<file path="src/rtl/assert_macros.svh">
// Assertion helpers shared by the RTL. Both expect clk and rst in scope.
`ifndef ASSERT_MACROS_SVH
`define ASSERT_MACROS_SVH

// Same-cycle implication.
`define CHAF_ASSERT_IMP(lbl, ante, cons, msg) \
  lbl: assert property (@(posedge clk) disable iff (rst) (ante) |-> (cons)) \
    else $error(msg);

// Next-cycle implication.
`define CHAF_ASSERT_NXT(lbl, ante, cons, msg) \
  lbl: assert property (@(posedge clk) disable iff (rst) (ante) |=> (cons)) \
    else $error(msg);

`endif

</file>
<file path="src/rtl/chaf_pkg.sv">
// ----------------------------------------------------------------------------
// chaf_pkg
// Shared types, constants and the arctangent table for the compass filter.
// ----------------------------------------------------------------------------
package chaf_pkg;

  // Heading units: 1/64 degree
  localparam int FULL_TURN    = 23040;
  localparam int HALF_TURN    = 11520;
  localparam int FAST_LIMIT   = 320;
  localparam int MEDIUM_LIMIT = 128;
  // CORDIC angle units: 1/16384 degree
  localparam int QUARTER_FINE = 1474560;

  localparam int CORDIC_STEPS = 16;
  localparam int TABLE_LEN    = 24;
  localparam int CORDIC_ITERS = (CORDIC_STEPS < TABLE_LEN) ? CORDIC_STEPS : TABLE_LEN;
  localparam int ITER_W       = $clog2(CORDIC_ITERS);

  // Norm threshold: 100*s < 121<<28  <=>  s < ceil(121*2^28/100)
  localparam longint NEAR_LIMIT = ((longint'(121) << 28) + 99) / 100;

  // Register reset values
  localparam logic [15:0] X_SCALE_RST   = 16'd16384;
  localparam logic [15:0] Y_SCALE_RST   = 16'd16384;
  localparam logic [15:0] ALPHA_F_RST   = 16'd32768;
  localparam logic [15:0] ALPHA_M_RST   = 16'd49152;
  localparam logic [15:0] ALPHA_S_RST   = 16'd58982;

  typedef enum logic [3:0] {
    CFG_X_OFFSET     = 4'd0,
    CFG_Y_OFFSET     = 4'd1,
    CFG_X_SCALE      = 4'd2,
    CFG_Y_SCALE      = 4'd3,
    CFG_MOUNT_ANGLE  = 4'd4,
    CFG_ALPHA_FAST   = 4'd5,
    CFG_ALPHA_MEDIUM = 4'd6,
    CFG_ALPHA_SLOW   = 4'd7
  } cfg_idx_t;

  typedef struct packed {
    logic signed [15:0] mag_x;
    logic signed [15:0] mag_y;
    logic               read_ok;
  } sample_t;

  typedef struct packed {
    logic [14:0] heading;
    logic        held;
  } result_t;

  typedef struct packed {
    logic signed [15:0] x_offset;
    logic signed [15:0] y_offset;
    logic [15:0]        x_scale;
    logic [15:0]        y_scale;
    logic [14:0]        mount_angle;
    logic [15:0]        alpha_fast;
    logic [15:0]        alpha_medium;
    logic [15:0]        alpha_slow;
  } cfg_t;

  typedef enum logic [3:0] {
    OP_NOP,
    OP_LOAD,
    OP_MULX,
    OP_MULY,
    OP_SQX,
    OP_SQY,
    OP_TEST,
    OP_STEP,
    OP_MAP,
    OP_MOUNT,
    OP_DIFF,
    OP_AMUL,
    OP_UPDATE,
    OP_OUT
  } dp_op_t;

  typedef struct packed {
    dp_op_t            op;
    logic [ITER_W-1:0] iter;
  } cmd_t;

  typedef struct packed {
    logic hold;
  } status_t;

  // atan(2^-i) in 1/16384 degree, rounded to nearest
  function automatic logic [19:0] atan_lut(input logic [4:0] idx);
    logic [19:0] v;
    case (idx)
      5'd0:  v = 20'd737280;
      5'd1:  v = 20'd435242;
      5'd2:  v = 20'd229970;
      5'd3:  v = 20'd116736;
      5'd4:  v = 20'd58595;
      5'd5:  v = 20'd29326;
      5'd6:  v = 20'd14667;
      5'd7:  v = 20'd7334;
      5'd8:  v = 20'd3667;
      5'd9:  v = 20'd1833;
      5'd10: v = 20'd917;
      5'd11: v = 20'd458;
      5'd12: v = 20'd229;
      5'd13: v = 20'd115;
      5'd14: v = 20'd57;
      5'd15: v = 20'd29;
      5'd16: v = 20'd14;
      5'd17: v = 20'd7;
      5'd18: v = 20'd4;
      5'd19: v = 20'd2;
      5'd20: v = 20'd1;
      default: v = 20'd0;
    endcase
    return v;
  endfunction

endpackage

</file>
<file path="src/rtl/chaf_ctrl.sv">
// ----------------------------------------------------------------------------
// chaf_ctrl
// Sequencer: steps the datapath through one sample and owns the handshakes.
// ----------------------------------------------------------------------------
module chaf_ctrl (
  input  logic              clk,
  input  logic              rst,
  input  logic              sample_valid,
  output logic              sample_ready,
  output logic              result_valid,
  input  logic              result_ready,
  input  chaf_pkg::status_t status,
  output chaf_pkg::cmd_t    cmd
);
  import chaf_pkg::*;
  `include "assert_macros.svh"

  typedef enum logic [3:0] {
    S_IDLE, S_MULX, S_MULY, S_SQX, S_SQY, S_TEST, S_DECIDE,
    S_CORDIC, S_MAP, S_MOUNT, S_DIFF, S_AMUL, S_UPDATE, S_OUT
  } state_t;

  state_t            state;
  logic [ITER_W-1:0] iter;
  logic              out_free;

  assign sample_ready = (state == S_IDLE);
  assign out_free     = !result_valid || result_ready;

  always_comb begin
    cmd.iter = iter;
    case (state)
      S_IDLE:   cmd.op = sample_valid ? OP_LOAD : OP_NOP;
      S_MULX:   cmd.op = OP_MULX;
      S_MULY:   cmd.op = OP_MULY;
      S_SQX:    cmd.op = OP_SQX;
      S_SQY:    cmd.op = OP_SQY;
      S_TEST:   cmd.op = OP_TEST;
      S_CORDIC: cmd.op = OP_STEP;
      S_MAP:    cmd.op = OP_MAP;
      S_MOUNT:  cmd.op = OP_MOUNT;
      S_DIFF:   cmd.op = OP_DIFF;
      S_AMUL:   cmd.op = OP_AMUL;
      S_UPDATE: cmd.op = OP_UPDATE;
      S_OUT:    cmd.op = out_free ? OP_OUT : OP_NOP;
      default:  cmd.op = OP_NOP;
    endcase
  end

  always_ff @(posedge clk) begin
    if (rst) begin
      state        <= S_IDLE;
      iter         <= '0;
      result_valid <= 1'b0;
    end else begin
      // load a new result, or keep the current one until its transfer
      result_valid <= ((state == S_OUT) && out_free) || (result_valid && !result_ready);
      case (state)
        S_IDLE:   if (sample_valid) state <= S_MULX;
        S_MULX:   state <= S_MULY;
        S_MULY:   state <= S_SQX;
        S_SQX:    state <= S_SQY;
        S_SQY:    state <= S_TEST;
        S_TEST:   state <= S_DECIDE;
        S_DECIDE: begin
          iter  <= '0;
          state <= status.hold ? S_OUT : S_CORDIC;
        end
        S_CORDIC: begin
          iter <= iter + 1'b1;
          if (iter == ITER_W'(CORDIC_ITERS - 1)) state <= S_MAP;
        end
        S_MAP:    state <= S_MOUNT;
        S_MOUNT:  state <= S_DIFF;
        S_DIFF:   state <= S_AMUL;
        S_AMUL:   state <= S_UPDATE;
        S_UPDATE: state <= S_OUT;
        S_OUT: begin
          if (out_free) state <= S_IDLE;
        end
        default:  state <= S_IDLE;
      endcase
    end
  end

  `CHAF_ASSERT_NXT(a_busy_after_accept, sample_valid && sample_ready, !sample_ready,
    "sample accepted while a sample is in flight")
  `CHAF_ASSERT_IMP(a_out_only_when_free, cmd.op == OP_OUT, out_free,
    "result overwritten before transfer")
  `CHAF_ASSERT_NXT(a_cordic_starts_at_zero, state == S_DECIDE && !status.hold,
    cmd.op == OP_STEP && cmd.iter == '0, "CORDIC did not start at step zero")

endmodule

</file>
<file path="config.mk">
export PLATFORM = sky130hd
export DESIGN_NAME = chaf_ctrl
export DESIGN_NICKNAME = d
export VERILOG_FILES = /design/src/rtl/chaf_pkg.sv /design/src/rtl/chaf_ctrl.sv
export VERILOG_INCLUDE_DIRS = /design/src /design/src/rtl
export SDC_FILE = /design/constraint.sdc
export NUM_CORES = 1
export LEC_CHECK = 0
export BUFFER_PORTS_ARGS = -buffer_cell sky130_fd_sc_hd__buf_2
export CAP_MARGIN = 25
export CORE_AREA = 3 3 40 42
export DETAILED_ROUTE_END_ITERATION = 12
export DIE_AREA = 0 0 43 45
export PLACE_DENSITY = 0.68
export SETUP_SLACK_MARGIN = 0.3
export SLEW_MARGIN = 20
export SYNTH_ARGS = -nofsm -noshare
export SYNTH_HDL_FRONTEND = slang
export SYNTH_SLANG_ARGS = --single-unit
</file>
<file path="constraint.sdc">
create_clock -name clk -period 3.4 [get_ports clk]
set_clock_uncertainty 0.2 [all_clocks]
set_input_delay 1.02 -clock clk [delete_from_list [all_inputs] [get_ports clk]]
set_output_delay 1.02 -clock clk [all_outputs]
set_load 0.1 [all_outputs]
</file>
==> results_dict.tcl <==
set metrics [dict create \
    most-common-layout-cells "11 x buf_2, 9 x a21oi_1, 9 x dfxtp_1" \
    max-cap-violations 0 \
    power_switching_mw 0.156 \
    setup_viol 0 \
    start_util_pct 48.8 \
    combPwrFrac_pct 43.6 \
    critPathBufInv 2 \
    postLayoutCellArea_um2 800 \
    min_from "iter[1]" \
    power_frac_seq_pct 33.3 \
    synth.top_cell.area_share_pct 28.7 \
    grt_pass1_vias 531 \
    place_area_um2 773 \
    area_growth_pct 27.5 \
    synth_edf_count 0 \
    pin_count 15 \
    cts_tree "built" \
    min_period_ns 3.05 \
    syn_area_per_cell_um2 8.14 \
    fin_tns_setup_ns 0 \
    port_buffers 14 \
    worst_pin_slew_ns 0.554 \
    rsz0062_at_grt "no" \
    pre_cts_slack_ns 0.342 \
    grtUsageTotal_pct 16.1 \
    grt_max_degree 17 \
    grt_pass1_wl_um 2350 \
    path_cells "buf_2 -> o21bai_1 -> mux2_2 -> o22ai_2 -> buf_12" \
    cts_setup_buffers 0 \
    final_common_cell "buf_2" \
    synth_cell_types 35 \
    ys_ff_latch 9 \
    postCtsHoldBufs 0 \
    fin_hold_ws_ns 0.297 \
    critPathRequiredTime_ns 2.18 \
    ir_drop_mv 0.241 \
    synth_cells 77 \
    r2r-end "iter[3]" \
    slowest_stage "mux2_2" \
    place.gp.congestion 0.712 \
    synth_flop_cell "dfxtp_1" \
    hp-class "reg2reg" \
    cts.sinks 9 \
    cts-resized-gates 0 \
    ff_latch_area_um2 180 \
    multi_input_area_um2 433 \
    syn_area_um2 627 \
    hold_viol 0 \
    fp.dieW_um 43 \
    power.internal_mw 0.206 \
    ys_seq_area_share_pct 28.7 \
    synthArstFlopShare_pct 0 \
    rows 13 \
    die-area_mm2 0.00194 \
    cts_max_level 1 \
    period_share_pct 89.8 \
    crit_fanout 2 \
    first_pass_iters 4 \
    fill_cells 114 \
    viasPerCell 5.74 \
    switching_share_pct 43.1 \
    crit_family "buffers and inverters" \
    instances_no_fill 105 \
    fmaxAchievable_ghz 0.327 \
    final_max_slew_viol_count 0 \
    drtAntennaViolNets 0 \
    outcome "finished clean" \
    p_per_area_mw_per_mm2 454 \
    rr_worst_depth 4 \
    antenna_found_initial 0 \
    syn_nets 83 \
    yosys_warnings 0 \
    holdPathStages 2 \
    hold_end "iter[1]" \
    vias 603 \
    cts_root_buf "clkbuf_4" \
    critPathCaptureType "primary output" \
    synth_area_leader_cell "dfxtp_1" \
    insertion_delay_ns 0.26 \
    setup_ws_ns 0.345 \
    drt-initial-drc-count 13 \
    die_h_um 45 \
    leakage_nw 0.349 \
    wl_per_cell_um 13.4 \
    clockPowerShare_pct 23.1 \
    clk_transition_reported_paths_ns 0.06 \
    core_area_mm2 0.00128 \
    synth_area_leaders "dfxtp_1 29%, a21oi_1 8.0%, nand3_1 4.0%" \
    arrival_ns 1.83 \
    nets 97 \
    place_inst 101 \
    start_kind "input port" \
    cts_buffers 3 \
    reg2reg_setup_slack_ns 1.54 \
    critPathKind "in2out" \
    clk_path_buf_depth 2 \
    drive_above_1_share_pct 30.0 \
    antenna_cells 0 \
    gr-total-overflow 0 \
    timing.rr.start "state[1]" \
    relSlewSlack_pct 63.0 \
    wl_um 1410 \
    place_hpwl_um 1040 \
    max_stage_delay_ns 0.29 \
    route.detailed.drc 0 \
]
[cells by family after synthesis]
kind of cell / count (synthesis) / synth area share (%)
flip-flops: 9 / 28.7
AO/OA/AOI/OAI: 28 / 29.7
adder cells (fa/ha/maj): 1 / 2.00
multiplexers: 1 / 1.80
buffers and inverters: 9 / 7.98
AND/OR/NAND/NOR: 27 / 26.9
XOR/XNOR: 2 / 2.79
[per-stage QoR]
stage | power (mW) | util (%)
finish | 0.363 | 62.2
CTS | 0.366 | 62.2
global route | 0.381 | 62.2
detailed placement | 0.281 | 60.2
global placement | 0.280 | 60.2
floorplan | 0.247 | -
[cell type report]
class | instances | share of cell area [%]
tap | 15 | 2.35
inverter | 1 | 0.469
sequential | 9 | 22.5
timing repair buffer | 17 | 17.2
clock buffer | 4 | 3.29
multi-input combinational | 59 | 54.1
[power groups by stage]
stage | clock [mW] | sequential, mW | combinational [mW]
floorplan | 0 | 0.114 | 0.133
global placement | 0 | 0.123 | 0.156
detailed placement | 0 | 0.123 | 0.158
CTS | 0.0866 | 0.121 | 0.158
global route | 0.0942 | 0.122 | 0.165
finish | 0.0838 | 0.121 | 0.158
[cell usage after synthesis (2+ instances only)]
library cell   n
a21o_1         2
a21oi_1       10
a311o_1        2
buf_2          4
clkbuf_1       2
dfxtp_1        9
nand2_1        5
nand2b_1       3
nand3_1        5
nand4b_1       2
nor2_1         2
nor2b_1        3
nor4_1         2
o21ai_0        2
o21bai_1       2
o22ai_1        3
[registers in the layout (all words and copies together) (netlist names)]
signal        cells
iter              4
state             4
result_valid      1
[worst max-delay path by stage]
stage / endpoint / start / slack (ns) / cells after the start
detailed placement: cmd[4] / sample_valid / 0.34 / 5
finish: cmd[4] / sample_valid / 0.35 / 5
CTS: cmd[4] / sample_valid / 0.34 / 5
global placement: cmd[4] / sample_valid / 0.36 / 5
floorplan: cmd[4] / sample_valid / 0.01 / 3
global route: cmd[4] / sample_valid / 0.31 / 5
[worst register-to-register path, delay by kind of cell (launching register included)]
kind	cells	cell delay, ns
AO/OA/AOI/OAI	1	0.16
buffers and inverters	1	0.27
flip-flops	1	0.57
AND/OR/NAND/NOR	2	0.60
[layer usage]
layer	share of wire (%)	vias to the layer above	GRT usage, %
li1	-	314	-
met1	46	270	20.6
met3	5.9	4	7.17
met5	0	-	0
met4	1.4	0	3.61
met2	46	15	25.1
No activity file was read; power rests on OpenSTA's default activity.
